## src/rtl/slsfr_pkg.sv

```systemverilog
// Package for the sync/length/checksum frame receiver.
// Holds the shared widths, sync constants, status codes and result type.
// No dependencies.
`timescale 1ns / 1ps

package slsfr_pkg;

  // Default bound on the frame length.
  localparam int MAX_PAYLOAD_DEF = 64;

  localparam int BYTE_W = 8;
  localparam int IDX_W  = 7;

  localparam logic [BYTE_W-1:0] SYNC_FIRST  = 8'hAA;
  localparam logic [BYTE_W-1:0] SYNC_SECOND = 8'h55;

  typedef enum logic [2:0] {
    ST_NONE       = 3'd0,
    ST_GOOD       = 3'd1,
    ST_BAD_SUM    = 3'd2,
    ST_BAD_HEADER = 3'd3,
    ST_OVERFLOW   = 3'd4
  } frame_status_t;

  typedef struct packed {
    logic [BYTE_W-1:0] byte_out;
    logic [IDX_W-1:0]  byte_index;
    frame_status_t     frame_status;
  } result_t;

endpackage

```

## src/rtl/slsfr_tracker.sv

```systemverilog
// Frame tracker: holds the frame state and works out one result per byte.
// Depends on slsfr_pkg.
`timescale 1ns / 1ps

module slsfr_tracker #(
  parameter int MAX_PAYLOAD = slsfr_pkg::MAX_PAYLOAD_DEF
) (
  input  logic                          clk,
  input  logic                          rst_n,
  input  logic                          accept,
  input  logic [slsfr_pkg::BYTE_W-1:0]  rx_byte,
  output slsfr_pkg::result_t            result
);

  localparam int CNT_W = $clog2(MAX_PAYLOAD + 4);
  localparam logic [CNT_W-1:0] OVF_IDX = CNT_W'(MAX_PAYLOAD + 3);

  logic [CNT_W-1:0]             fill_count_r, fill_count_nxt;
  logic                         sync_ok_r, sync_ok_nxt;
  logic [slsfr_pkg::BYTE_W-1:0] frame_len_r, frame_len_nxt;
  logic [slsfr_pkg::BYTE_W-1:0] sum_r, sum_nxt;
  slsfr_pkg::frame_status_t     status;
  logic [7:0]                   idx_ext;
  logic [8:0]                   end_idx;
  logic                         in_body;

  assign idx_ext = 8'(fill_count_r);
  assign end_idx = 9'(frame_len_r) + 9'd2;
  assign in_body = fill_count_r >= CNT_W'(3);

  always_comb begin
    status         = slsfr_pkg::ST_NONE;
    fill_count_nxt = fill_count_r;
    sync_ok_nxt    = sync_ok_r;
    frame_len_nxt  = frame_len_r;
    sum_nxt        = sum_r;
    if (fill_count_r >= OVF_IDX) begin
      status         = slsfr_pkg::ST_OVERFLOW;
      fill_count_nxt = '0;
      sum_nxt        = '0;
    end else if (fill_count_r == '0 && rx_byte != slsfr_pkg::SYNC_FIRST) begin
      fill_count_nxt = '0;
      sum_nxt        = '0;
    end else begin
      if (fill_count_r == CNT_W'(1)) begin
        sync_ok_nxt = (rx_byte == slsfr_pkg::SYNC_SECOND);
      end
      if (fill_count_r == CNT_W'(2)) begin
        frame_len_nxt = rx_byte;
      end
      if (in_body && !sync_ok_r) begin
        status         = slsfr_pkg::ST_BAD_HEADER;
        fill_count_nxt = '0;
        sum_nxt        = '0;
      end else if (in_body && 9'(fill_count_r) >= end_idx) begin
        status         = (sum_r == rx_byte) ? slsfr_pkg::ST_GOOD : slsfr_pkg::ST_BAD_SUM;
        fill_count_nxt = '0;
        sum_nxt        = '0;
      end else begin
        sum_nxt        = sum_r + rx_byte;
        fill_count_nxt = fill_count_r + CNT_W'(1);
      end
    end
  end

  assign result.byte_out     = rx_byte;
  assign result.byte_index   = idx_ext[slsfr_pkg::IDX_W-1:0];
  assign result.frame_status = status;

  always_ff @(posedge clk) begin
    if (!rst_n) begin
      fill_count_r <= '0;
      sync_ok_r    <= 1'b0;
      frame_len_r  <= '0;
      sum_r        <= '0;
    end else if (accept) begin
      fill_count_r <= fill_count_nxt;
      sync_ok_r    <= sync_ok_nxt;
      frame_len_r  <= frame_len_nxt;
      sum_r        <= sum_nxt;
    end
  end

endmodule

```

## src/rtl/slsfr_outbuf.sv

```systemverilog
// Two-entry result buffer: a main output register backed by a skid register.
// Depends on slsfr_pkg.
`timescale 1ns / 1ps

module slsfr_outbuf (
  input  logic               clk,
  input  logic               rst_n,
  input  logic               wr_en,
  input  slsfr_pkg::result_t wr_data,
  output logic               full,
  output logic               out_valid,
  input  logic               out_stall,
  output slsfr_pkg::result_t out_data
);

  logic               main_v_r, main_v_nxt;
  logic               skid_v_r, skid_v_nxt;
  slsfr_pkg::result_t main_d_r, main_d_nxt;
  slsfr_pkg::result_t skid_d_r, skid_d_nxt;
  logic               take;

  assign take = main_v_r && !out_stall;

  always_comb begin
    main_v_nxt = main_v_r;
    skid_v_nxt = skid_v_r;
    main_d_nxt = main_d_r;
    skid_d_nxt = skid_d_r;
    if (skid_v_r) begin
      if (take) begin
        main_d_nxt = skid_d_r;
        skid_v_nxt = 1'b0;
      end
    end else if (wr_en) begin
      if (!main_v_r || take) begin
        main_d_nxt = wr_data;
        main_v_nxt = 1'b1;
      end else begin
        skid_d_nxt = wr_data;
        skid_v_nxt = 1'b1;
      end
    end else if (take) begin
      main_v_nxt = 1'b0;
    end
  end

  always_ff @(posedge clk) begin
    if (!rst_n) begin
      main_v_r <= 1'b0;
      skid_v_r <= 1'b0;
    end else begin
      main_v_r <= main_v_nxt;
      skid_v_r <= skid_v_nxt;
    end
  end

  always_ff @(posedge clk) begin
    main_d_r <= main_d_nxt;
    skid_d_r <= skid_d_nxt;
  end

  assign full      = skid_v_r;
  assign out_valid = main_v_r;
  assign out_data  = main_d_r;

endmodule

```

## src/rtl/sync_length_sum_frame_receiver_top.sv

```systemverilog
// Top level of the sync/length/checksum frame receiver.
// Depends on slsfr_pkg, slsfr_tracker and slsfr_outbuf.
`timescale 1ns / 1ps
//
//  Channel  Ports                                       Direction  Moves
//  -------  ------------------------------------------  ---------  -----------------------
//  in_      in_valid, in_stall, in_rx_byte              sink       one received byte
//  out_     out_valid, out_stall, out_byte_out,         source     byte, index and status
//           out_byte_index, out_frame_status
//
// Every input transfer produces exactly one result transfer, from a registered result.
// A byte can be taken on every clock while the skid register is empty; the sustained
// rate is one byte per cycle while the output is not stalled, set by the frame tracker.
// Reset is synchronous and active low; it clears the frame state and empties
// the result buffer, and the input is stalled while reset is held.
// A result register plus a skid register sit on the output, so an input
// transfer is taken while a result waits; apart from reset, in_stall rises only once
// both hold results, and otherwise it comes straight from a register.

module sync_length_sum_frame_receiver_top #(
  parameter int MAX_PAYLOAD = slsfr_pkg::MAX_PAYLOAD_DEF
) (
  input  logic                          clk,
  input  logic                          rst_n,
  input  logic                          in_valid,
  output logic                          in_stall,
  input  logic [slsfr_pkg::BYTE_W-1:0]  in_rx_byte,
  output logic                          out_valid,
  input  logic                          out_stall,
  output logic [slsfr_pkg::BYTE_W-1:0]  out_byte_out,
  output logic [slsfr_pkg::IDX_W-1:0]   out_byte_index,
  output logic [2:0]                    out_frame_status
);

  logic               accept;
  logic               buf_full;
  slsfr_pkg::result_t result;
  slsfr_pkg::result_t out_data;

  // The buffer's skid entry being occupied is the only reason to hold off
  // the sender, apart from reset.
  assign in_stall = buf_full || !rst_n;
  assign accept   = in_valid && !in_stall;

  // The tracker updates the frame state on each accepted byte and produces
  // the matching result in the same cycle.
  slsfr_tracker #(
    .MAX_PAYLOAD (MAX_PAYLOAD)
  ) u_tracker (
    .clk     (clk),
    .rst_n   (rst_n),
    .accept  (accept),
    .rx_byte (in_rx_byte),
    .result  (result)
  );

  slsfr_outbuf u_outbuf (
    .clk       (clk),
    .rst_n     (rst_n),
    .wr_en     (accept),
    .wr_data   (result),
    .full      (buf_full),
    .out_valid (out_valid),
    .out_stall (out_stall),
    .out_data  (out_data)
  );

  assign out_byte_out     = out_data.byte_out;
  assign out_byte_index   = out_data.byte_index;
  assign out_frame_status = 3'(out_data.frame_status);

endmodule

```

## config.mk

```make
export PLATFORM = sky130hd
export DESIGN_NAME = sync_length_sum_frame_receiver_top
export DESIGN_NICKNAME = d
export VERILOG_FILES = /design/src/rtl/slsfr_pkg.sv /design/src/rtl/slsfr_tracker.sv /design/src/rtl/slsfr_outbuf.sv /design/src/rtl/sync_length_sum_frame_receiver_top.sv
export SDC_FILE = /design/constraint.sdc
export NUM_CORES = 1
export LEC_CHECK = 0
export BUFFER_PORTS_ARGS = -buffer_cell sky130_fd_sc_hd__buf_2
export CORE_MARGIN = 2
export CORE_UTILIZATION = 53
export DETAILED_ROUTE_END_ITERATION = 8
export GPL_TIMING_DRIVEN = 0
export HOLD_SLACK_MARGIN = 0.02
export PLACE_DENSITY = 0.76
export SLEW_MARGIN = 25
export SYNTH_ARGS = -nofsm -noshare
export SYNTH_HDL_FRONTEND = slang
export SYNTH_SLANG_ARGS = --single-unit
```

## constraint.sdc

```tcl
create_clock -name clk -period 2.65 [get_ports clk]
set_clock_uncertainty 0.05 [all_clocks]
set_input_delay 0.265 -clock clk [delete_from_list [all_inputs] [get_ports clk]]
set_output_delay 0.265 -clock clk [all_outputs]
set_load 0.05 [all_outputs]
```

==> Yosys cells after proc, flatten, opt, wreduce, memory -nomap -nowiden <==
Cells that the tools add are included.
{ "word_totals": {"ff_bits": 62, "input_bits": 12, "output_inout_bits": 20} }
{ "op_classes": {"add_sub_neg": 3, "n_lt_le_gt_ge": 3, "n_eq_ne": 7, "muxes": 24, "bitwise_logic": 4, "reduce_logical": 21} }
{ "ops": {"columns": ["cell", "n"], "rows": [
  ["$mux W18", 4],
  ["$mux W8", 4],
  ["$mux W7", 4],
  ["$mux W3", 4],
  ["$add A8 B2 Y9 const B", 1],
  ["$ge A7 B9 Y1", 1],
  ["$reduce_and A3 Y1", 3],
  ["$add A8 B8 Y8", 1],
  ["$eq A8 B7 Y1 const B", 1],
  ["$eq A8 B8 Y1", 1],
  ["$ne A8 B8 Y1 const B", 1],
  ["$reduce_and A4 Y1", 2],
  ["$add A7 B1 Y7 const B", 1],
  ["$eq A7 B1 Y1 const B", 1],
  ["$eq A7 B2 Y1 const B", 1],
  ["$ge A7 B2 Y1 const B", 1],
  ["$ge A7 B7 Y1 const B", 1],
  ["$logic_not A7 Y1", 1],
  ["$mux W1", 7],
  ["$reduce_bool A2 Y1", 3],
  ["$logic_and A1 B1 Y1", 5],
  ["$logic_not A1 Y1", 5],
  ["$not A1 Y1", 4],
  ["$logic_or A1 B1 Y1", 2],
  ["3 further kinds", 3]
]} }

==> Depth between registers and ports, before layout <==
Gate-level depths: netlist (run 1).
{ "depth": {"word_depth": 10, "ltp_mapped": 11} }

==> Modules after synthesis <==
From an unflattened synthesis (run 1), not the netlist that was laid out.
{ "unflattened": {"hier_cells": 283, "hier_area_um2": 3404.5} }
{ "modules_own_cells": {"columns": ["module", "instances", "cells_each", "area_each_um2"], "rows": [
  ["slsfr_tracker", 1, 212, 1905.6],
  ["slsfr_outbuf", 1, 69, 1483.9],
  ["sync_length_sum_frame_receiver_top", 1, 2, 15.0]
]} }

==> Least setup slack after synthesis (run 1) <==
OpenSTA, ideal clock, no wires.
{ "synth_timing": {"kind": "register to register", "from": "reg u_outbuf.skid_v_r, in the netlist u_outbuf.full", "to": "reg u_outbuf.main_d_r (netlist bit u_outbuf.out_data[0]), enable pin", "t_arrival_ps": 2310, "required_ps": 2179, "setup_slack_ps": -131, "path_stages_with_launch": 5, "n_path_buf": 2, "cell_sequence": "dfxtp_1 > clkbuf_1 > nand3b_2 > clkbuf_8 > a21boi_0"} }
{ "synth_via": {"elab_chain_cells": 5} }
{ "synth_rtl": {"columns": ["item", "line", "rtl"], "rows": [
  ["from (decl)", "slsfr_outbuf.sv:17", "logic skid_v_r, skid_v_nxt;"],
  ["from (signal assigned)", "slsfr_outbuf.sv:53", "skid_v_r <= skid_v_nxt;"],
  ["$logic_or A1 B1 Y1", "sync_length_sum_frame_receiver_top.sv:42", "assign in_stall = buf_full || !rst_n;"],
  ["$logic_not A1 Y1", "sync_length_sum_frame_receiver_top.sv:43", "assign accept = in_valid && !in_stall;"],
  ["$logic_and A1 B1 Y1", "sync_length_sum_frame_receiver_top.sv:43", null],
  ["$reduce_bool A2 Y1 (no source line)", null, null],
  ["$reduce_and A3 Y1 (no source line) (*)", null, null],
  ["to (signal assigned)", "slsfr_outbuf.sv:58", "main_d_r <= main_d_nxt;"],
  ["to (decl)", "slsfr_outbuf.sv:18", "slsfr_pkg::result_t main_d_r, main_d_nxt;"]
]} }
Mark *: on every way between the ends. The rest lies on a longest branch, timed or not.
A chain may end at the register's enable or synchronous reset.

==> Final worst setup path (run 1) <==
{ "layout_timing": {"from": "reg u_tracker.frame_len_r[2] in the netlist's numbering", "to": "reg u_tracker.fill_count_r[4]"} }
{ "layout_via": {"elab_chain_cells": 7} }
{ "layout_rtl": {"columns": ["item", "line", "rtl"], "rows": [
  ["from (decl)", "slsfr_tracker.sv:20", "logic [slsfr_pkg::BYTE_W-1:0] frame_len_r, frame_len_nxt;"],
  ["from (signal assigned)", "slsfr_tracker.sv:79", "frame_len_r <= frame_len_nxt;"],
  ["$add A8 B2 Y9", "slsfr_tracker.sv:28", "assign end_idx = 9'(frame_len_r) + 9'd2;"],
  ["$ge A7 B9 Y1", "slsfr_tracker.sv:55", "end else if (in_body && 9'(fill_count_r) >= end_idx) begin"],
  ["$logic_and A1 B1 Y1", "slsfr_tracker.sv:55", null],
  ["$mux W7", "slsfr_tracker.sv:55", null],
  ["$mux W7", "slsfr_tracker.sv:51", "if (in_body && !sync_ok_r) begin"],
  ["$mux W7", "slsfr_tracker.sv:41", "end else if (fill_count_r == '0 && rx_byte != slsfr_pkg::SYNC_FIRST) begin"],
  ["$mux W7", "slsfr_tracker.sv:37", "if (fill_count_r >= OVF_IDX) begin"],
  ["to (signal assigned)", "slsfr_tracker.sv:77", "fill_count_r <= fill_count_nxt;"],
  ["to (decl)", "slsfr_tracker.sv:18", "logic [CNT_W-1:0] fill_count_r, fill_count_nxt;"]
]} }
No other way between the ends.

==> results of run 1 <==
[critical path: stages, from the launching register on]
cell and delay [ps]:
dfxtp_4 370, ha_4 160, nand3_2 80, xor2_1 140
ha_1 290, a21o_1 180, a221o_1 390, a311oi_4 280
nor2_2 80, or4_1 500, nand3_1 70
[power by group through the flow]
| stage | Clock, uW | Sequential [uW] | Combinational [uW] |
|---|---|---|---|
| after floorplan | 0 | 1120 | 73.3 |
| after global placement | 0 | 1070 | 181 |
| after detailed placement | 0 | 1070 | 190 |
| after CTS | 784 | 1040 | 190 |
| after global routing | 823 | 1040 | 203 |
| final | 776 | 1040 | 191 |
[per-stage QoR]
stage               total power [uW]  TNS, ps  setup WS, ps
floorplan                       1200        0         0.130
global placement                1250    -5790          -165
detailed placement              1260     -932          -159
CTS                             2020        0          4.78
global route                    2070     -510          -143
finish                          2010    -8.38         -8.38
[timing repair]
action	4_1_cts	5_1_grt
cloned	0	1
endpoints found under the setup margin	11	10
pin swaps	7	7
gates resized for setup	6	8
buffers inserted	9	3
hold buffers	0	0
[flip-flops by register name, summed over array words and instances (netlist names)]
name                    flops
u_tracker.sync_ok_r         1
u_tracker.fill_count_r      7
u_outbuf.out_data          18
u_tracker.frame_len_r       8
u_outbuf.full               1
u_outbuf.skid_d_r          18
u_tracker.sum_r             8
u_outbuf.out_valid          1
[metal layers]
metal | share of wire (%) | routed length (um) | vias up
met1 | 43 | 3010 | 1173
met5 | 0 | 0 | -
met2 | 50 | 3510 | 58
met4 | 1.5 | 102 | 0
met3 | 5.1 | 357 | 10
li1 | - | - | 1148
[cells in the final DEF (no fill, tap or decap), drive strengths merged, types with 3 or more instances in the layout]
master  Yosys  final
a21boi     14     14
a21oi       7      7
a22oi       7      7
and3        4      4
buf         5     50
clkbuf      6     16
clkinv      0      4
dfxtp      26     26
edfxtp     36     36
ha         19     19
inv         7      7
mux2       16     16
nand2      25     25
nand3      21     21
nand4       3      3
nor2        9      9
nor2b       9      9
nor3        3      3
nor4        4      4
nor4bb      3      3
o211ai      3      3
o21a        3      3
o21ai       7      7
or4         3      3
xnor2       7      7
xor2        4      4
[cell families after synthesis]
family / Yosys count
and+or+nand+nor: 93
DFF: 62
AOI/OAI and AO/OA: 55
adders and majority gates: 20
buffers and inverters: 18
muxes: 17
xor gates and xnor gates: 11
[cell type report]
| type | instances | area (um^2) | area share [%] |
|---|---|---|---|
| Sequential cell | 62 | 1620 | 42.3 |
| Multi-Input combinational cell | 196 | 1560 | 40.8 |
| Timing Repair Buffer | 45 | 272 | 7.11 |
| Clock buffer | 10 | 128 | 3.34 |
| Tap cell | 75 | 93.8 | 2.46 |
| Buffer | 11 | 71.3 | 1.87 |
| Clock inverter | 6 | 53.8 | 1.41 |
| Inverter | 7 | 26.3 | 0.688 |
[final timing paths]
kind	startpoint	to	cells past startpoint
min	in_rx_byte[4]	u_outbuf.skid_d_r[14]	1
min reg2reg	u_tracker.frame_len_r[7]	u_tracker.frame_len_r[7]	2
max	u_tracker.frame_len_r[2]	u_tracker.fill_count_r[4]	10
max reg2reg	u_tracker.frame_len_r[2]	u_tracker.fill_count_r[4]	10
==> metrics, run 1 <==
crit share post-route 100%; worst skew pair latency 340 ps; P_leak 0.00145 uW; synth warn 0; htree depth 3; # fillers about 480; Initial Util 54.5%; Final Setup Violations 1; worst-margin pin slew about 610 ps; grt ovf 0; post-synth cell types 57; Crit Path Category register to register; final hold slack around 150 ps; FFs w/ async S/R, synth 0%; chip width 81.6 um; CP Max Fanout 4; share of the synthesized area in the top cell type 33.9%; Final WS setup -8.38 ps; GRT Total Usage 22.8%; Mean Syn Cell Area 11.6 um^2; HPWL reported at the end of detailed placement approximately 4800 um; GPL Wtd Cong approximately 0.81; share of cells above drive strength 1 31.8%; antenna violations before repair 0; GR Util met2 38.4%; core area around 0.006 mm^2; worst vdd ir 0.323 mV; EDFF count, synth 36; failing checks setup timing; TritonCTS buffer count 9; Clock Power Share 38.6%; Data arrival, critical path 2880 ps; register area share after synthesis 50.2%; mapped cell area between 0.003 and 0.004 mm^2; n_diodes 0; Synth Flop Type edfxtp_1; first-pass GRT wire length 11300 um; adder-cell share of the synthesized area 8.08%; die area 0.00665 mm^2; largest net degree at the start of global routing 15; Max Cap Viol 0; switching part of the total about a quarter; Post-Synth XOR/XNOR Area 3.02%; Hold Fails Final Rpt 0; Period minus WS final 2660 ps; Cell Pwr Density 526 mW/mm^2; clk sinks 62; GR Util met1 28.6%; Synth Area in Compound Gates about an eighth; status finished with violations; final cell count without fillers 412; RSZ-0062 raised after global routing true; Power Internal 1520 uW; f_max ~380 MHz; vias per std cell 5.80; cell taking the most area after synthesis edfxtp_1; Req. time, crit path 2870 ps; drt first pass iters 7; Top Usage Layer GRT met2; DR DRC count 0; Rel. slew slack 59.1%; wire length per cell 16.9 um; R2R setup slack -8 ps; synth cell count leaders 36 x edfxtp_1, 26 x dfxtp_1, 25 x nand2_1, 21 x nand3_1, 19 x ha_1; CP endpoint kind register; initial DRC count 168; CTS tree yes; nets@finish 364; most numerous cell in the Yosys netlist edfxtp_1; post-synthesis register bit count 62; remaining antenna violation count 0; sw power 492 uW; largest family of logic cells by synthesized area simple AND/OR/NAND/NOR gates; Final Slew Violations 0; clock-pin slew on the worst setup and hold paths 70 ps; WL final ~7000 um; Ports 32; Synthesized Nets 308; Core Util, Final about two thirds; Startpoint Class register; Flop pwr share 51.9%; number of global-route vias before repair around 2300; clock buffer depth 2; vias 2389; Die Ht 81.6 um; post-synthesis mux area share about 6%; Post-Synth Simple-Gate Area between 10% and 20%; DP Area 0.00348 mm^2; CTS Root Cell clkbuf_8; Placed Cells 383; Area Growth Syn to Fin 19.7%; top post-synthesis cells by area edfxtp_1 34%, dfxtp_1 16%, ha_1 7.5%, mux2_2 5.7%, a21boi_0 3.3%; cells after synthesis 276; Comb power frac a little under a tenth; row count 28; buffers added on ports 30; GR Util met3 around 5.6%; worst hold path type input pin to register; final instance area 0.00382 mm^2
(Power assumes the default switching activity.)
==> run 2, diff against run 1 <==
--- a/config.mk
+++ b/config.mk
@@ -7,11 +7,11 @@
 export LEC_CHECK = 0
 export BUFFER_PORTS_ARGS = -buffer_cell sky130_fd_sc_hd__buf_2
 export CORE_MARGIN = 2
-export CORE_UTILIZATION = 53
+export CORE_UTILIZATION = 60
 export DETAILED_ROUTE_END_ITERATION = 8
 export GPL_TIMING_DRIVEN = 0
 export HOLD_SLACK_MARGIN = 0.02
-export PLACE_DENSITY = 0.76
+export PLACE_DENSITY = 0.81
 export SLEW_MARGIN = 25
 export SYNTH_ARGS = -nofsm -noshare
 export SYNTH_HDL_FRONTEND = slang
==> constraint.sdc (replaced) <==
create_clock -name clk -period 3.1 [get_ports clk]
set_clock_uncertainty 0.05 [all_clocks]
set_input_delay 0.31 -clock clk [delete_from_list [all_inputs] [get_ports clk]]
set_output_delay 0.31 -clock clk [all_outputs]
set_load 0.05 [all_outputs]
==> run 2 against run 1 <==
The run now ends clean. Clock power grew 21%. Final area is 2.3% lower. Sequential power decreased by 14%. Largest power group is now clock.
==> metrics, run 2 (same netlist as run 1, synthesis figures left out) <==
status finished, final reports clean; core area 0.00511 mm^2 (-13%); Startpoint Class register; clk sinks 62 (unchanged); CP peak stage delay 430 ps (-70 ps); CTS Root Cell clkbuf_8; chip width 76.9 um (-5.7%); Buf/Inv on CP 1 (+1); Initial Util 62.4% (+7.9 points); buffers added on ports 30 (unchanged); clock-pin slew on the worst setup and hold paths 70 ps (about the same); TritonCTS buffer count 9 (unchanged); GRT Total Usage 25.9% (+3.1 points); P_leak 0.00142 uW (-2.2%); n_diodes 0 (unchanged); Final Setup Violations 0 (-1); wire length per cell 17.7 um (+4.5%); post-CTS sizing 0 (-6); nets@finish 351 (-3.6%); worst vdd ir 0.446 mV (+38%); CP max-delay cell dfxtp_1; number of buffers added for setup after CTS 0 (-9); Hold-fix buffers, CTS 0 (unchanged); Final Slew Violations 0 (unchanged); Rel. slew slack 59.0% (-0.063 points); Period minus WS final 2950 ps (+292 ps); largest net degree at the start of global routing 15 (unchanged); worst skew pair latency 350 ps (about the same); worst-margin pin slew 614 ps (+7.36 ps); row count 26 (-7.1%); Ports 32 (unchanged); first-pass GRT wire length 11700 um (+3.7%); WL final 6980 um (about the same); die area 0.00591 mm^2 (-11%); f_max 339 MHz (-9.9%); final cell count without fillers 394 (-4.4%); Critical Path, Cell by Cell ha_2 > nand3_1 > xor2_1 > ha_1 > a21o_1 > a221o_1 > a311oi_4 > o21ba_4 > buf_6 > nand4b_1 > o211ai_1; Req. time, crit path 3310 ps (+440 ps); clock buffer depth 2 (unchanged); CP Max Fanout 10 (+6); remaining antenna violation count 0 (unchanged); Cell Pwr Density 536 mW/mm^2 (+1.9%); GPL Wtd Cong 0.833 (+3.4%); HPWL reported at the end of detailed placement 4830 um (-0.35%); worst hold path type input pin to register; grt ovf 0 (unchanged); Final Power 2000 uW (-0.51%); Max Cap Viol 0 (unchanged); most common cell after layout, fill and taps aside edfxtp_1; RSZ-0062 raised after global routing false; CTS tree yes; most frequent cells in the layout 36 x edfxtp_1, 31 x buf_2, 26 x dfxtp_1, 25 x nand2_1, 21 x nand3_1; htree depth 3 (unchanged); vias per std cell 6.04 (+4.1%); initial DRC count 268 (+60%); Die Ht 76.9 um (-5.7%); share of cells above drive strength 1 26.5% (-5.2 points); number of global-route vias before repair 2323 (+0.22%); Core Util, Final 73.0% (+7.8 points); Crit Path Category register to register; crit share post-route 95.2% (-5.1 points); drt first pass iters 4 (-3); kind of cell adding the most delay to the critical path compound AO/OA/AOI/OAI gates; DP Area 0.00346 mm^2 (-0.68%); DR DRC count 0 (unchanged); antenna violations before repair 0 (unchanged); Area Growth Syn to Fin 17.0%; vias 2378 (-0.46%); CP endpoint kind register; final instance area 0.00373 mm^2 (-2.3%); Data arrival, critical path 3160 ps (+280 ps); Hold Fails Final Rpt 0 (unchanged); Placed Cells 378 (-1.3%)
==> run 2: cell types whose count changed in the layout (fill, tap and decap cells not counted), moves of 2 or more <==
cell / previous run / this run
buf_4: 12 / 1
buf_6: 5 / 3
bufinv_16: 1 / 4
clkinv_1: 3 / 0
dfxtp_1: 21 / 26
dfxtp_2: 2 / 0
dfxtp_4: 3 / 0
==> run 2: worst reg2reg max path, stage by stage (launching register included) <==
cell	delay, ps
dfxtp_1	430
ha_2	260
nand3_1	100
xor2_1	160
ha_1	290
a21o_1	190
a221o_1	390
a311oi_4	320
o21ba_4	250
buf_6	160
nand4b_1	130
o211ai_1	150
==> run 2: final timing paths <==
path	from	to	slack [ps]	depth (start not counted)
max	u_tracker.frame_len_r[1]	u_tracker.fill_count_r[2]	150	11
min	in_rx_byte[4]	u_outbuf.skid_d_r[14]	190	1
max reg2reg	u_tracker.frame_len_r[1]	u_tracker.fill_count_r[2]	150	11
min reg2reg	u_tracker.frame_len_r[0]	u_tracker.frame_len_r[0]	440	2
==> run 2: layer usage <==
layer	up-vias	routed length, um	GRT usage [%]
met2	73	3530	42.3
li1	1123	-	-
met4	0	85	7.09
met5	-	0	0
met3	10	351	7.29
met1	1172	3020	33.8
==> run 2: stage by stage <==
stage | setup slack, ps | setup TNS, ps | hold WS [ps]
3_3_place_gp | -399 | -7160 | 415
6_report | 149 | 0 | 195
2_1_floorplan | 319 | 0 | 359
5_1_grt | 28.4 | 0 | 198
3_5_place_dp | 182 | 0 | 427
4_1_cts | 108 | 0 | 181
==> run 2: layout make-up <==
class | count | area [um^2]
flip-flops and latches | 62 | 1600
multi-input cells | 196 | 1500
fillers | 358 | 1380
repair buffers | 32 | 176
clock inverters | 6 | 134
clock buffers | 10 | 128
well taps | 70 | 87.6
plain buffers | 11 | 71.3
inverters | 7 | 26.3
==> run 2: power breakdown <==
| part | internal (uW) | switching, uW | total (uW) | leakage [uW] |
|---|---|---|---|---|
| Combinational | 49.0 | 115 | 164 | 0.000735 |
| Clock | 616 | 325 | 941 | 0.000130 |
| Sequential | 888 | 5.23 | 893 | 0.000550 |
==> run 3, diff against run 2 <==
--- a/config.mk
+++ b/config.mk
@@ -6,7 +6,7 @@
 export NUM_CORES = 1
 export LEC_CHECK = 0
 export BUFFER_PORTS_ARGS = -buffer_cell sky130_fd_sc_hd__buf_2
-export CORE_MARGIN = 2
+export CORE_MARGIN = 3
 export CORE_UTILIZATION = 60
 export DETAILED_ROUTE_END_ITERATION = 8
 export GPL_TIMING_DRIVEN = 0
==> run 3 against run 2 <==
Routed wire length is 4.0% lower. Core utilization is 1.2 points higher. First-iteration DRC count is 34% lower. Non-clock buffer count stayed put. Critical endpoint is now u_tracker.sum_r[7]. Largest power group is now registers. Combinational power hardly changed. Via count is 1.5% lower.
==> metrics, run 3 (same netlist as run 1, synthesis figures left out) <==
Critical Path, Cell by Cell ha_1 > nand3_1 > xor2_1 > ha_1 > a21o_1 > a221o_1 > a311oi_4 > nor2_2 > or4_4 > o211ai_2; most frequent cells in the layout 36 x edfxtp_1, 31 x buf_2, 26 x dfxtp_1, 25 x nand2_1, 21 x nand3_1; Final WS setup 188 ps (+38.4 ps); worst hold stages 3 (+2); worst hold path type input pin to register; Die Ht 78.9 um (+2.6%); drt first pass iters 4 (unchanged); vias per std cell 5.99 (-0.76%); Data arrival, critical path 3130 ps (-30 ps); Final Slew Violations 0 (unchanged); WL final 6700 um (-4.0%); CP endpoint kind register; Hold Fails Final Rpt 0 (unchanged); f_max 343 MHz (+1.3%); first-pass GRT wire length 10900 um (-6.5%); hold path endpoint u_outbuf.full; CP peak stage delay 510 ps (+80 ps); CP Max Fanout 6 (-4); CP max-delay cell or4_4; Cell Pwr Density 477 mW/mm^2 (-11%); worst vdd ir 0.317 mV (-29%); post-CTS sizing 0 (unchanged); clock-pin slew on the worst setup and hold paths 70 ps (about the same); pre-CTS setup slack 202 ps (+20.1 ps); Initial Util 64.9% (+2.5 points); antenna violations before repair 0 (unchanged); grt ovf 0 (unchanged); min-delay src out_stall; core area 0.00491 mm^2 (-3.8%); Top Usage Layer GRT met2; crit share post-route 93.9% (-1.2 points); CTS tree yes; worst-margin pin slew 584 ps (-30.7 ps); CTS Root Cell clkbuf_8; RSZ-0062 raised after global routing false; initial DRC count 177 (-34%); buffers added on ports 30 (unchanged); GR Util met1 29.7% (-4.1 points); GPL Wtd Cong 0.849 (+1.9%); share of cells above drive strength 1 25.6% (-0.93 points); Rel. slew slack 61.1% (+2.0 points); Placed Cells 375 (-0.79%); largest net degree at the start of global routing 14 (-1); clk sinks 62 (unchanged); wire length per cell 17.1 um (-3.3%); Area Growth Syn to Fin 14.4%; HPWL reported at the end of detailed placement 4810 um (-0.47%); P_leak 0.00138 uW (-2.4%); Ports 32 (unchanged); Crit Path Category register to register; Reg-to-Reg End u_tracker.sum_r[7]; Period minus WS final 2910 ps (-38.4 ps); worst skew pair latency 340 ps (about the same); CP startpoint u_tracker.frame_len_r[1]; nets@finish 351 (unchanged); Startpoint Class register; vias 2342 (-1.5%); Top cell by count, worst path ha_1; TritonCTS buffer count 9 (unchanged); most common cell after layout, fill and taps aside edfxtp_1; status finished, final reports clean; GRT Total Usage 23.6% (-2.3 points); remaining antenna violation count 0 (unchanged); n_diodes 0 (unchanged); number of buffers added for setup after CTS 0 (unchanged); Sum Neg Setup Slack 0 ps (unchanged); final cell count without fillers 391 (-0.76%); chip width 78.9 um (+2.6%); htree depth 3 (unchanged); die area 0.00622 mm^2 (+5.3%); row count 25 (-3.8%); R2R depth 10 (-1); R2R setup slack 190 ps (+40 ps); GR Util met2 38.5% (-3.7 points); GR Util met3 5.67% (-1.6 points); r2r startpoint u_tracker.frame_len_r[1]; clock buffer depth 2 (unchanged); number of global-route vias before repair 2206 (-5.0%); Hold-fix buffers, CTS 0 (unchanged); DR DRC count 0 (unchanged); Req. time, crit path 3320 ps (about the same); Max Cap Viol 0 (unchanged); Final Setup Violations 0 (unchanged)
[run 3: area by class of cell]
type,instances,area [um^2]
timing repair buffer,32,176
sequential,62,1600
fill,343,1260
multi-input combinational,196,1500
buffer,11,71.3
inverter,7,26.3
clock buffer,11,141
tap,67,83.8
clock inverter,5,50.0
[run 3: stage by stage]
stage	hold WS (ps)	cell area (um^2)	utilization [%]	power [uW]
floorplan	359	3190	-	1020
global placement	407	3420	69.7	1070
detailed placement	426	3450	70.3	1070
CTS	182	3650	74.2	1760
global route	186	3650	74.2	1800
finish	204	3650	74.2	1740
[run 3: worst max path at each step]
stage / end / slack [ps] / cells after the start
final: u_tracker.sum_r[7] / 190 / 10
after global placement: u_outbuf.out_data[2] / -400 / 4
after detailed placement: u_tracker.sum_r[7] / 200 / 10
after global routing: u_tracker.fill_count_r[2] / 4 / 11
after floorplan: u_outbuf.out_data[0] / 320 / 4
after CTS: u_tracker.sum_r[7] / 180 / 10
[run 3: routing by layer]
metal / share of wire [%] / vias to the layer above
met5: 0 / -
met3: 5.5 / 15
met4: 2.6 / 0
met2: 48 / 61
met1: 44 / 1140
li1: - / 1126
[run 3: worst max-delay path: cells and delay by family (launching register included)]
family	cells	cell delay (ps)
XOR/XNOR	1	150
flip-flops	1	410
adder cells (fa/ha/maj)	2	550
AO/OA/AOI/OAI	4	950
AND/OR/NAND/NOR	3	710
[run 3: power breakdown]
part	switching (uW)	total, uW	leakage, uW	internal, uW
Combinational	115	164	0.000736	48.9
Clock	297	683	0.0000944	386
Sequential	4.51	893	0.000550	888
